$ cat src/rtl/core/artq_pkg.sv
// Shared types and constants of the acknowledged-retry transmit queue.
package artq_pkg;

	// Operation codes on the input channel
	localparam logic [2:0] OP_ADD    = 3'd0;
	localparam logic [2:0] OP_POLL   = 3'd1;
	localparam logic [2:0] OP_FOUND  = 3'd2;
	localparam logic [2:0] OP_REMOVE = 3'd3;
	localparam logic [2:0] OP_RTIMER = 3'd4;

	// Result event codes
	localparam logic [2:0] EV_DONE    = 3'd0;
	localparam logic [2:0] EV_WAIT    = 3'd1;
	localparam logic [2:0] EV_GAVE_UP = 3'd2;
	localparam logic [2:0] EV_SEND    = 3'd3;
	localparam logic [2:0] EV_ADDED   = 3'd4;
	localparam logic [2:0] EV_FULL    = 3'd5;

	// Register indexes (address bit 2 selects)
	localparam logic REG_MIN_RETRY = 1'b0;
	localparam logic REG_MAX_TRIES = 1'b1;

	// Reset values of the registers
	localparam logic [15:0] MIN_RETRY_RST = 16'd5;
	localparam logic [7:0]  MAX_TRIES_RST = 8'd3;

	// ceil(ms / 1000) = ((ms + 999) >> 3) * 8389 >> 20, exact for 16-bit ms
	localparam logic [16:0] AIR_BIAS    = 17'd999;
	localparam logic [27:0] AIR_RECIP   = 28'd8389;
	localparam int          AIR_SHIFT   = 20;
	localparam int          ASEC_W      = 7;
	localparam int          TIMER_W     = 17;
	localparam logic [7:0]  TRIES_MAX   = 8'hFF;

	typedef enum logic [2:0] {
		K_ADD,
		K_POLL,
		K_FOUND,
		K_REMOVE,
		K_RTIMER,
		K_NOP
	} cmd_kind_t;

	// One stored descriptor: airtime is kept as whole seconds, rounded up
	typedef struct packed {
		logic [15:0]       handle;
		logic              bcast;
		logic [15:0]       repeater;
		logic              slot;
		logic              group;
		logic              resp;
		logic [ASEC_W-1:0] asec;
	} entry_t;

	// Classified command passed from front to back
	typedef struct packed {
		cmd_kind_t kind;
		logic      tick;
		logic      busy;
		entry_t    desc;
	} cmd_t;

	typedef struct packed {
		logic [2:0]         ev;
		logic [15:0]        handle;
		logic               bcast;
		logic [15:0]        repeater;
		logic               slot;
		logic [TIMER_W-1:0] wait_sec;
		logic [7:0]         tries;
		logic [4:0]         count;
		logic               last;
	} result_t;

	typedef enum logic [2:0] {
		B_IDLE,
		B_EXEC,
		B_READ2,
		B_SEND2,
		B_SEND3
	} back_state_t;

endpackage

$ cat src/rtl/core/artq_front.sv
// Front end: accepts input transfers, classifies them and queues commands.
module artq_front (
	input  logic                 clk,
	input  logic                 arst_n,
	input  logic                 in_valid,
	output logic                 in_stall,
	input  logic [2:0]           op,
	input  logic                 tick,
	input  logic                 channel_busy,
	input  logic [15:0]          packet_handle,
	input  logic                 broadcast,
	input  logic [15:0]          repeater_id,
	input  logic                 timeslot,
	input  logic                 dest_is_group,
	input  logic                 wants_response,
	input  logic [15:0]          airtime_ms,
	output logic                 cmd_valid,
	input  logic                 cmd_pop,
	output artq_pkg::cmd_t       cmd
);

	localparam int FQ_DEPTH = 2;

	artq_pkg::cmd_t       fq_q [FQ_DEPTH];
	artq_pkg::cmd_t       cls;
	logic                 wptr_q;
	logic                 rptr_q;
	logic [1:0]           fcnt_q;
	logic                 push;
	logic [16:0]          air_sum;
	logic [27:0]          air_prod;

	// Airtime rounded up to whole seconds by reciprocal multiply
	assign air_sum  = 17'(airtime_ms) + artq_pkg::AIR_BIAS;
	assign air_prod = 28'(air_sum[16:3]) * artq_pkg::AIR_RECIP;

	// Classify the op and build the command
	always_comb begin
		cls.tick           = tick;
		cls.busy           = channel_busy;
		cls.desc.handle    = packet_handle;
		cls.desc.bcast     = broadcast;
		cls.desc.repeater  = repeater_id;
		cls.desc.slot      = timeslot;
		cls.desc.group     = dest_is_group;
		cls.desc.resp      = wants_response;
		cls.desc.asec      = air_prod[artq_pkg::AIR_SHIFT +: artq_pkg::ASEC_W];
		case (op)
			artq_pkg::OP_ADD:    cls.kind = artq_pkg::K_ADD;
			artq_pkg::OP_POLL:   cls.kind = artq_pkg::K_POLL;
			artq_pkg::OP_FOUND:  cls.kind = artq_pkg::K_FOUND;
			artq_pkg::OP_REMOVE: cls.kind = artq_pkg::K_REMOVE;
			artq_pkg::OP_RTIMER: cls.kind = artq_pkg::K_RTIMER;
			default:             cls.kind = artq_pkg::K_NOP;
		endcase
	end

	assign in_stall  = (fcnt_q == 2'(FQ_DEPTH));
	assign push      = in_valid && !in_stall;
	assign cmd_valid = (fcnt_q != 2'd0);
	assign cmd       = fq_q[rptr_q];

	// Command queue storage
	always_ff @(posedge clk) begin
		if (push) begin
			fq_q[wptr_q] <= cls;
		end
	end

	// Command queue pointers
	always_ff @(posedge clk or negedge arst_n) begin
		if (!arst_n) begin
			wptr_q <= 1'b0;
			rptr_q <= 1'b0;
			fcnt_q <= 2'd0;
		end else begin
			if (push) begin
				wptr_q <= ~wptr_q;
			end
			if (cmd_pop) begin
				rptr_q <= ~rptr_q;
			end
			fcnt_q <= fcnt_q + 2'(push) - 2'(cmd_pop);
		end
	end

endmodule

$ cat src/rtl/core/artq_back.sv
// Back end: descriptor ring, retry timer, head sequencer and result register.
module artq_back #(
	parameter int QUEUE_DEPTH = 16
) (
	input  logic                  clk,
	input  logic                  arst_n,
	input  logic                  cmd_valid,
	output logic                  cmd_pop,
	input  artq_pkg::cmd_t        cmd,
	input  logic [15:0]           min_retry,
	input  logic [7:0]            max_tries,
	output logic                  out_valid,
	input  logic                  out_stall,
	output artq_pkg::result_t     res
);

	localparam int PW = $clog2(QUEUE_DEPTH);
	localparam int CW = $clog2(QUEUE_DEPTH + 1);
	localparam int TW = artq_pkg::TIMER_W;

	artq_pkg::back_state_t state_q, state_d;
	artq_pkg::cmd_t        cur_q;
	artq_pkg::entry_t      entry_mem_q [QUEUE_DEPTH];
	artq_pkg::entry_t      rd_q;
	artq_pkg::entry_t      gv_q;
	logic [7:0]            gv_tries_q;
	logic [PW-1:0]         head_q, head_d;
	logic [PW-1:0]         tail_q, tail_d;
	logic [CW-1:0]         cnt_q, cnt_d;
	logic [7:0]            tries_q, tries_d;
	logic [TW-1:0]         since_q, since_d;
	artq_pkg::result_t     out_q, out_d;
	logic                  out_valid_q;
	logic                  out_ld;
	logic                  out_free;
	logic                  stash_ld;
	logic                  mem_we;
	logic [PW-1:0]         mem_wa;
	artq_pkg::entry_t      mem_wd;
	logic                  empty;
	logic                  full;
	logic [TW-1:0]         timeout;
	logic                  early;
	logic                  give_up;
	logic                  more;
	logic                  drop1;

	function automatic logic [PW-1:0] nxt(input logic [PW-1:0] p);
		return (p == PW'(QUEUE_DEPTH - 1)) ? '0 : p + PW'(1);
	endfunction

	function automatic artq_pkg::result_t with_desc(input artq_pkg::result_t r,
			input artq_pkg::entry_t d);
		artq_pkg::result_t t;
		t          = r;
		t.handle   = d.handle;
		t.bcast    = d.bcast;
		t.repeater = d.repeater;
		t.slot     = d.slot;
		return t;
	endfunction

	// Head status
	assign empty    = (cnt_q == '0);
	assign full     = (cnt_q == CW'(QUEUE_DEPTH));
	assign timeout  = TW'(min_retry) + TW'(rd_q.asec);
	assign early    = (since_q < timeout);
	assign give_up  = (tries_q >= max_tries);
	assign more     = (cnt_q != CW'(1));
	assign drop1    = rd_q.group || !rd_q.resp;
	assign out_free = !out_valid_q || !out_stall;

	// Next state
	always_comb begin
		state_d = state_q;
		case (state_q)
			artq_pkg::B_IDLE: begin
				if (cmd_valid) begin
					state_d = artq_pkg::B_EXEC;
				end
			end
			artq_pkg::B_EXEC: begin
				if (out_free) begin
					if (cur_q.kind == artq_pkg::K_POLL && !empty && !cur_q.busy && !early
							&& give_up && more) begin
						state_d = artq_pkg::B_READ2;
					end else begin
						state_d = artq_pkg::B_IDLE;
					end
				end
			end
			artq_pkg::B_READ2: state_d = artq_pkg::B_SEND2;
			artq_pkg::B_SEND2: begin
				if (out_free) begin
					state_d = artq_pkg::B_SEND3;
				end
			end
			artq_pkg::B_SEND3: begin
				if (out_free) begin
					state_d = artq_pkg::B_IDLE;
				end
			end
			default: state_d = artq_pkg::B_IDLE;
		endcase
	end

	// Datapath and result outputs
	always_comb begin
		cmd_pop  = 1'b0;
		out_ld   = 1'b0;
		stash_ld = 1'b0;
		mem_we   = 1'b0;
		mem_wa   = tail_q;
		mem_wd   = cur_q.desc;
		head_d   = head_q;
		tail_d   = tail_q;
		cnt_d    = cnt_q;
		tries_d  = tries_q;
		since_d  = since_q;
		out_d    = '0;
		case (state_q)
			artq_pkg::B_IDLE: begin
				if (cmd_valid) begin
					cmd_pop = 1'b1;
					// one-second tick counts before the poll is processed
					if (cmd.kind == artq_pkg::K_POLL && cmd.tick && since_q != '1) begin
						since_d = since_q + TW'(1);
					end
				end
			end
			artq_pkg::B_EXEC: begin
				if (out_free) begin
					out_ld = 1'b1;
					out_d.ev = artq_pkg::EV_DONE;
					case (cur_q.kind)
						artq_pkg::K_ADD: begin
							out_d = with_desc(out_d, cur_q.desc);
							if (full) begin
								out_d.ev = artq_pkg::EV_FULL;
							end else begin
								out_d.ev = artq_pkg::EV_ADDED;
								mem_we   = 1'b1;
								tail_d   = nxt(tail_q);
								cnt_d    = cnt_q + CW'(1);
								if (empty) begin
									tries_d = '0;
								end
							end
						end
						artq_pkg::K_POLL: begin
							if (!empty) begin
								out_d = with_desc(out_d, rd_q);
								if (cur_q.busy || early) begin
									out_d.ev       = artq_pkg::EV_WAIT;
									out_d.wait_sec = early ? (timeout - since_q) : '0;
								end else if (give_up) begin
									out_d.ev    = artq_pkg::EV_GAVE_UP;
									out_d.tries = tries_q;
									head_d      = nxt(head_q);
									cnt_d       = cnt_q - CW'(1);
									tries_d     = '0;
									// with another entry left, report after the next read
									if (more) begin
										out_ld   = 1'b0;
										stash_ld = 1'b1;
									end
								end else begin
									out_d.ev    = artq_pkg::EV_SEND;
									out_d.tries = tries_q;
									since_d     = '0;
									if (drop1) begin
										head_d  = nxt(head_q);
										cnt_d   = cnt_q - CW'(1);
										tries_d = '0;
									end else if (tries_q != artq_pkg::TRIES_MAX) begin
										tries_d = tries_q + 8'd1;
									end
								end
							end
						end
						artq_pkg::K_FOUND: begin
							if (!empty) begin
								mem_we          = 1'b1;
								mem_wa          = head_q;
								mem_wd          = rd_q;
								mem_wd.repeater = cur_q.desc.repeater;
								mem_wd.slot     = cur_q.desc.slot;
								mem_wd.bcast    = 1'b0;
								out_d           = with_desc(out_d, mem_wd);
							end
						end
						artq_pkg::K_REMOVE: begin
							if (!empty) begin
								out_d   = with_desc(out_d, rd_q);
								head_d  = nxt(head_q);
								cnt_d   = cnt_q - CW'(1);
								tries_d = '0;
							end
						end
						artq_pkg::K_RTIMER: since_d = '0;
						default: ;
					endcase
					out_d.count = 5'(cnt_d);
					out_d.last  = 1'b1;
				end
			end
			artq_pkg::B_SEND2: begin
				// gave-up transfer; count already reflects the new head's fate
				if (out_free) begin
					out_ld      = 1'b1;
					out_d       = with_desc(out_d, gv_q);
					out_d.ev    = artq_pkg::EV_GAVE_UP;
					out_d.tries = gv_tries_q;
					out_d.count = 5'(cnt_q - CW'(drop1));
					out_d.last  = 1'b0;
				end
			end
			artq_pkg::B_SEND3: begin
				if (out_free) begin
					out_ld      = 1'b1;
					out_d       = with_desc(out_d, rd_q);
					out_d.ev    = artq_pkg::EV_SEND;
					out_d.tries = tries_q;
					since_d     = '0;
					if (drop1) begin
						head_d  = nxt(head_q);
						cnt_d   = cnt_q - CW'(1);
						tries_d = '0;
					end else if (tries_q != artq_pkg::TRIES_MAX) begin
						tries_d = tries_q + 8'd1;
					end
					out_d.count = 5'(cnt_d);
					out_d.last  = 1'b1;
				end
			end
			default: ;
		endcase
	end

	// Descriptor ring with registered head read
	always_ff @(posedge clk) begin
		if (mem_we) begin
			entry_mem_q[mem_wa] <= mem_wd;
		end
		rd_q <= entry_mem_q[head_q];
	end

	// Payload registers
	always_ff @(posedge clk) begin
		if (cmd_pop) begin
			cur_q <= cmd;
		end
		if (stash_ld) begin
			gv_q       <= rd_q;
			gv_tries_q <= tries_q;
		end
		if (out_ld) begin
			out_q <= out_d;
		end
	end

	// Control state
	always_ff @(posedge clk or negedge arst_n) begin
		if (!arst_n) begin
			state_q     <= artq_pkg::B_IDLE;
			head_q      <= '0;
			tail_q      <= '0;
			cnt_q       <= '0;
			tries_q     <= '0;
			since_q     <= '1;
			out_valid_q <= 1'b0;
		end else begin
			state_q <= state_d;
			head_q  <= head_d;
			tail_q  <= tail_d;
			cnt_q   <= cnt_d;
			tries_q <= tries_d;
			since_q <= since_d;
			if (out_ld) begin
				out_valid_q <= 1'b1;
			end else if (!out_stall) begin
				out_valid_q <= 1'b0;
			end
		end
	end

	assign out_valid = out_valid_q;
	assign res       = out_q;

	// Checks
	a_cnt_bound: assert property (@(posedge clk) disable iff (!arst_n)
		cnt_q <= CW'(QUEUE_DEPTH))
		else $error("entry count beyond ring depth");

	a_empty_ptrs: assert property (@(posedge clk) disable iff (!arst_n)
		(cnt_q == '0) |-> (head_q == tail_q))
		else $error("empty ring with unequal pointers");

	a_full_ptrs: assert property (@(posedge clk) disable iff (!arst_n)
		(cnt_q == CW'(QUEUE_DEPTH)) |-> (head_q == tail_q))
		else $error("full ring with unequal pointers");

	a_gave_then_send: assert property (@(posedge clk) disable iff (!arst_n)
		(out_ld && out_d.ev == artq_pkg::EV_GAVE_UP && !out_d.last)
		|=> (state_q == artq_pkg::B_SEND3))
		else $error("non-final gave-up transfer not followed by send");

	a_send3_nonempty: assert property (@(posedge clk) disable iff (!arst_n)
		(state_q == artq_pkg::B_SEND3) |-> (cnt_q != '0))
		else $error("send of new head with empty ring");

endmodule

$ cat src/rtl/core/ack_retry_tx_queue_core.sv
// Top level of the acknowledged-retry transmit queue: registers, front and back.
// An input transfer is queued in the front; the back pops the command while
// the head entry is fetched, then executes it into the registered result once the
// result register is free, and pops no new command until then. A poll that gives
// up the head with entries left then reads the new head and gives both results.
// Reset (arst_n low) empties the ring, clears the try count, saturates the timer.
module ack_retry_tx_queue_core #(
	parameter int QUEUE_DEPTH = 16
) (
	input  logic        clk,
	input  logic        arst_n,
	input  logic        psel,
	input  logic        penable,
	input  logic        pwrite,
	input  logic [2:0]  paddr,
	input  logic [31:0] pwdata,
	output logic [31:0] prdata,
	output logic        pready,
	input  logic        in_valid,
	output logic        in_stall,
	input  logic [2:0]  op,
	input  logic        tick,
	input  logic        channel_busy,
	input  logic [15:0] packet_handle,
	input  logic        broadcast,
	input  logic [15:0] repeater_id,
	input  logic        timeslot,
	input  logic        dest_is_group,
	input  logic        wants_response,
	input  logic [15:0] airtime_ms,
	output logic        out_valid,
	input  logic        out_stall,
	output logic [2:0]  event_res,
	output logic [15:0] out_handle,
	output logic        out_broadcast,
	output logic [15:0] out_repeater,
	output logic        out_timeslot,
	output logic [16:0] wait_seconds,
	output logic [7:0]  try_number,
	output logic [4:0]  queue_count,
	output logic        last
);

	logic [15:0]       min_retry_q;
	logic [7:0]        max_tries_q;
	logic              cmd_valid;
	logic              cmd_pop;
	artq_pkg::cmd_t    cmd;
	artq_pkg::result_t res;

	// Configuration port
	assign pready = 1'b1;

	always_ff @(posedge clk or negedge arst_n) begin
		if (!arst_n) begin
			min_retry_q <= artq_pkg::MIN_RETRY_RST;
			max_tries_q <= artq_pkg::MAX_TRIES_RST;
		end else if (psel && penable && pwrite && pready) begin
			case (paddr[2])
				artq_pkg::REG_MIN_RETRY: min_retry_q <= pwdata[15:0];
				artq_pkg::REG_MAX_TRIES: max_tries_q <= pwdata[7:0];
				default: ;
			endcase
		end
	end

	always_comb begin
		case (paddr[2])
			artq_pkg::REG_MIN_RETRY: prdata = 32'(min_retry_q);
			artq_pkg::REG_MAX_TRIES: prdata = 32'(max_tries_q);
			default:                 prdata = '0;
		endcase
	end

	artq_front u_front (
		.clk            (clk),
		.arst_n         (arst_n),
		.in_valid       (in_valid),
		.in_stall       (in_stall),
		.op             (op),
		.tick           (tick),
		.channel_busy   (channel_busy),
		.packet_handle  (packet_handle),
		.broadcast      (broadcast),
		.repeater_id    (repeater_id),
		.timeslot       (timeslot),
		.dest_is_group  (dest_is_group),
		.wants_response (wants_response),
		.airtime_ms     (airtime_ms),
		.cmd_valid      (cmd_valid),
		.cmd_pop        (cmd_pop),
		.cmd            (cmd)
	);

	artq_back #(
		.QUEUE_DEPTH (QUEUE_DEPTH)
	) u_back (
		.clk       (clk),
		.arst_n    (arst_n),
		.cmd_valid (cmd_valid),
		.cmd_pop   (cmd_pop),
		.cmd       (cmd),
		.min_retry (min_retry_q),
		.max_tries (max_tries_q),
		.out_valid (out_valid),
		.out_stall (out_stall),
		.res       (res)
	);

	// Result fields
	assign event_res     = res.ev;
	assign out_handle    = res.handle;
	assign out_broadcast = res.bcast;
	assign out_repeater  = res.repeater;
	assign out_timeslot  = res.slot;
	assign wait_seconds  = res.wait_sec;
	assign try_number    = res.tries;
	assign queue_count   = res.count;
	assign last          = res.last;

endmodule

$ cat config.mk
export PLATFORM = sky130hd
export DESIGN_NAME = ack_retry_tx_queue_core
export DESIGN_NICKNAME = d
export VERILOG_FILES = /design/src/rtl/core/artq_pkg.sv /design/src/rtl/core/artq_front.sv /design/src/rtl/core/artq_back.sv /design/src/rtl/core/ack_retry_tx_queue_core.sv
export SDC_FILE = /design/constraint.sdc
export NUM_CORES = 1
export LEC_CHECK = 0
export BUFFER_PORTS_ARGS = -buffer_cell sky130_fd_sc_hd__buf_2
export CAP_MARGIN = 20
export CORE_ASPECT_RATIO = 1.5
export CORE_MARGIN = 1
export CORE_UTILIZATION = 60
export CTS_CLUSTER_SIZE = 20
export DETAILED_ROUTE_END_ITERATION = 8
export PLACE_DENSITY_LB_ADDON = 0.05
export SYNTH_ARGS = -nofsm -noshare
export SYNTH_HDL_FRONTEND = slang
export SYNTH_SLANG_ARGS = --single-unit
$ cat constraint.sdc
create_clock -name clk -period 20 [get_ports clk]
set_input_delay 5 -clock clk [delete_from_list [all_inputs] [get_ports clk]]
set_output_delay 5 -clock clk [all_outputs]
set_load 0.01 [all_outputs]
# After elaboration in Yosys (flattened, before gate mapping)
# Memories as Yosys holds them, arrays and structs flattened. A register that Yosys moved wholly into a read port is not among the register bits.
# Cells that the tools add are included.
[word_totals]
memories = 2
mem_bits_rw = 784
register_bits = 227
in_bits = 99
[memory_table]
columns = ["name", "depth", "width", "read_ports", "rd_ports_with_merged_regs", "wr", "line_no", "rtl"]
rows = [
  ["u_back.entry_mem_q", 16, 43, 1, 1, 1, "artq_back.sv:23", "artq_pkg::entry_t entry_mem_q [QUEUE_DEPTH];"],
  ["u_front.fq_q", 2, 48, 1, 0, 1, "artq_front.sv:24", "artq_pkg::cmd_t fq_q [FQ_DEPTH];"],
]
[op_classes]
eq_ne = 35
reduce_logical = 36
mul = 1
n_lt_le_gt_ge = 2
mux = 100
bitwise_logic = 4
n_addsub = 12
[op_table]
columns = ["cell", "count"]
rows = [
  ["$pmux W68 S4", 1],
  ["$pmux W68 S3", 1],
  ["$mux W43", 4],
  ["$mux W17", 9],
  ["$mux W68", 2],
  ["$mux W67", 2],
  ["$mux W65", 2],
  ["$mux W8", 11],
  ["$pmux W32 S2", 1],
  ["$mux W4", 13],
  ["$pmux W17 S3", 1],
  ["$mux W5", 8],
  ["$pmux W17 S2", 1],
  ["$pmux W3 S5", 2],
  ["$mux W1", 28],
  ["$mul A14 B14 Y27 const B", 1],
  ["$pmux W8 S3", 1],
  ["$eq A3 B2 Y1 const B", 6],
  ["$reduce_and A9 Y1", 2],
  ["$add A16 B10 Y17 const B", 1],
  ["$add A16 B7 Y17", 1],
  ["$add A17 B1 Y17 const B", 1],
  ["$lt A17 B17 Y1", 1],
  ["$ne A17 B17 Y1 const B", 1],
  ["other kinds (42)", 89],
]

# Depth between registers and ports, before layout
[depth]
depth_word = 10
depth_mapped = 25
depth_no_buf = 24

# Cells and area by module
# A second synthesis with hierarchy kept.
[unflattened]
hier_cells = 2487
area_unflattened_um2 = 44791.7
[modules_own_cells]
columns = ["mod", "area_each_um2", "n_inst", "cells_each", "seq_area_each_um2"]
rows = [
  ["artq_back", 37338.3, 1, 1949, 27307.4],
  ["artq_front", 6200.9, 1, 450, 2982.9],
  ["ack_retry_tx_queue_core", 1252.5, 1, 88, 605.6],
]

# Worst setup path after synthesis
# Ideal clock, no wire load.
[synth_path]
path_kind = "input to register"
startpoint = "input port airtime_ms[2]"
endpoint = "memory u_front.fq_q[0][6] in the netlist's numbering (data pin)"
t_arrival_ps = 10814
setup_slack_ps = 8916
stages = 25
path_buffers = 1
setup_ps = 270
path_cell_list = "o31a_1 a2111oi_2 nand2b_1 or2_2 clkbuf_1 nand3_1 nor2_1 xnor2_1 inv_1 ha_1 ha_1 ha_1 inv_1 fa_1 inv_1 ha_1 ha_1 ha_1 a211oi_1 o211a_1 a211oi_1 o21a_1 or4_1 a31o_2 maj3_1"
[synth_between]
elab_chain_len = 2
[synth_lines]
columns = ["element", "line_no", "rtl"]
rows = [
  ["from (decl)", "ack_retry_tx_queue_core.sv:30", "input logic [15:0] airtime_ms,"],
  ["$add A16 B10 Y17", "artq_front.sv:34", "assign air_sum = 17'(airtime_ms) + artq_pkg::AIR_BIAS;"],
  ["$mul A14 B14 Y27", "artq_front.sv:35", "assign air_prod = 28'(air_sum[16:3]) * artq_pkg::AIR_RECIP;"],
  ["named net u_front.air_prod[26]", "artq_front.sv:31", "logic [27:0] air_prod;"],
  ["to (decl)", "artq_front.sv:24", ""],
]
# The timed path passes the listed nets, and every way through them passes these cells.

# Worst setup path in the final report
# Ends and elaborated chain as after synthesis.

==> impl_metrics.yaml <==
cells_and_area:
  layout.cells.non_filler: 3724
  drive_gt1_share_pct: 27.12
  fin_util_pct: 68.01
  syn_to_final_growth_pct: 11.81
  layout.nets: 2924
  finalInstanceArea_um2: 49530
  final_common_cell: "edfxtp_1"
  mostFrequentLayoutCells: "edfxtp_1, mux4_2, buf_2, ha_1, mux2_2"
  antenna_cells: 0
logic_synthesis:
  synthFlopType: "edfxtp_1"
  netlist_instances: 2467
  async_reset_ff_share_pct: 6.641
  syn_area_um2: 44300
  synth-seq-cells: 1054
  ys_seq_area_share_pct: 69.75
  ys_warn_count: 0
  syn_avg_cell_area_um2: 17.96
  synth_cell_types: 73
  synth_edf_count: 941
clocking:
  post_cts_resized: 0
  ctsHoldBuffers: 0
  clk-insertion-delay-late_ns: 0.67
  ctsLongestPathBuffers: 3
  postCtsSetupBuffers: 0
  clockRootBuffer: "clkbuf_16"
  ctsHtreeMaxLevel: 3
  path_clk_slew_ns: 0.06
  cts_buffers: 94
  cts_sinks: 1054
  cts_tree: "built"
sta:
  setup_viol: 0
  tightest_slew_ns: 1.065
  maxSlewViolCount: 0
  worst_hold_slack_ns: 0.4658
  period_minus_slack_ns: 11.13
  tns_ns: 0
  clock_skew_ns: 0.02478
  hold_viol: 0
  slew-limit-headroom_pct: 28.84
  max_freq_mhz: 89.81
  rsz0062_at_grt: "no"
  post-route-period-util_pct: 55.67
worst_hold_path:
  min_from: "u_back.rd_q[10]"
  worstHoldPathType: "reg -> reg"
  whs_path_depth: 0
  worstHoldEndpoint: "u_back.gv_q[10]"
global_routing:
  overflow: 0
  grt_util_all_layers_pct: 27.17
  grt_pass1_vias: 24332
  grt_max_degree: 117
  antenna_found_initial: 0
  grt_pass1_wl_mm: 148.4
placed_design:
  io_buffer_count: 166
  gp_congestion: 0.8353
  hpwl_mm: 56.80
  placed_area_um2: 46410
  dp_cells: 3551
power:
  power.density_nw_per_um2: 146.5
  ir_worst_vdd_mv: 0.1215
  power.leakage_uw: 0.01709
worst_setup_path:
  worstSetupEndpointType: "flip-flop"
  r2r_start: "min_retry_q[0]"
  critPathLaunchType: "input port"
  worstPathArrival_ns: 11.52
  reg2reg_depth: 21
  timing.rr.end: "u_back.res[37]"
  path_class: "in -> reg"
  regToRegSetupSlack_ns: 13.95
  required_ns: 20.39
  crit_fanout: 6
routing:
  vias: 23353
  drt_first_pass_iters: 6
  wl_per_cell_um: 26.77
  drc: 0
  via_per_inst: 6.271
  postRouteAntennaNets: 0
  wl_mm: 99.69
  initialDrtViolationCount: 2031
outcome:
  status: "finished, final reports clean"
floorplan:
  core_area_um2: 72820
  io_pins: 202
  die_x_um: 223.9
  initial_core_util_pct: 60.83
  dieArea_um2: 74940
  chipHeight_um: 334.8
  rows: 121
job:
  cap_viol_max_count: 0
-- worst max-delay path, cell delays in order --
cell       delay [ns]
buf_2            0.10
o31a_1           0.38
a2111oi_2        0.46
nand2b_1         0.11
or2_2            0.33
nand3_1          0.15
nor2_1           0.12
xnor2_1          0.43
inv_1            0.18
ha_1             0.33
ha_1             0.28
ha_1             0.28
inv_1            0.05
fa_1             0.47
inv_1            0.04
ha_1             0.26
ha_1             0.28
ha_1             0.30
a211oi_1         0.30
o211a_1          0.24
a211oi_1         0.10
o21a_1           0.24
or4_1            0.43
a31o_2           0.27
maj3_1           0.37
-- registers in the layout (all words and copies together), names as in the netlist --
signal / cells
u_front.wptr_q: 1
u_back.cnt_q: 5
u_back.rd_q: 43
min_retry_q: 16
u_front.fq_q: 96
u_back.state_q: 3
u_back.tries_q: 8
u_back.entry_mem_q: 688
max_tries_q: 8
u_back.head_q: 4
u_back.gv_q: 34
u_front.rptr_q: 1
u_back.res: 68
u_back.out_valid: 1
u_back.cur_q: 47
u_back.tail_q: 4
u_front.fcnt_q: 2
u_back.gv_tries_q: 8
u_back.since_q: 17
-- cell families (layout without fill, tap and decap cells) --
family / Yosys count / count (layout) / synth area share (%)
DFF: 1054 / 1054 / 69.75
and+or+nand+nor: 330 / 330 / 3.709
AOI/OAI and AO/OA: 328 / 328 / 4.952
muxes: 321 / 321 / 13.63
buffers and inverters: 224 / 482 / 2.079
adders and majority gates: 162 / 162 / 4.960
xor gates and xnor gates: 46 / 46 / 0.9095
other: 2 / 17 / 0.01695
-- metrics by stage --
step / power [µW] / setup WS (ns)
2_1_floorplan: 4766 / 8.916
3_3_place_gp: 5402 / 8.261
3_5_place_dp: 5485 / 8.233
4_1_cts: 7300 / 8.911
5_1_grt: 7580 / 8.483
6_report: 7256 / 8.866
-- layer usage --
metal  GRT usage, %  vias up  wire (µm)
met3          3.014      164       4842
li1               -    10222          -
met5              0        -          0
met1          33.98    12117      38120
met2          49.29      850      53950
met4          9.166        0       2782
-- power by group --
part | leakage, µW | switching [µW] | internal, µW
Sequential | 0.00978 | 315 | 3010
Clock | 0.00151 | 788 | 1030
Combinational | 0.00581 | 1200 | 916
Total | 0.0171 | 2310 | 4950
-- final cells by class --
type | instances | area (µm²)
Inverter | 101 | 379.1
Sequential cell | 1054 | 30910
Clock inverter | 42 | 494.2
Multi-Input combinational cell | 1204 | 12730
Timing Repair Buffer | 209 | 1166
Clock buffer | 130 | 2619
Fill cell | 4810 | 23290
Tap cell | 984 | 1231
-- worst max-delay path by stage --
stage | from | to | slack [ns]
after global routing | airtime_ms[2] | u_front.fq_q[0][6] | 8.48
final | airtime_ms[2] | u_front.fq_q[0][6] | 8.87
after CTS | airtime_ms[2] | u_front.fq_q[0][6] | 8.91
after global placement | airtime_ms[2] | u_front.fq_q[0][6] | 8.26
after detailed placement | airtime_ms[2] | u_front.fq_q[0][6] | 8.23
after floorplan | airtime_ms[2] | u_front.fq_q[0][6] | 8.92
-- Yosys cell counts (all sizes together) (41+ instances only) --
cell      n  area, µm²
a21oi    55      275.3
a22oi    70      525.5
buf      41      234.0
clkbuf   82      307.8
dfrtp    49       1226
dfxtp    43      860.8
edfxtp  941      28260
ha      138       1727
inv     100      375.4
mux2    106       1194
mux4    215       4842
nand2    66      247.7
nor2    104      390.4
o21ai    84      420.4
Power figures use the tool's default switching activity.
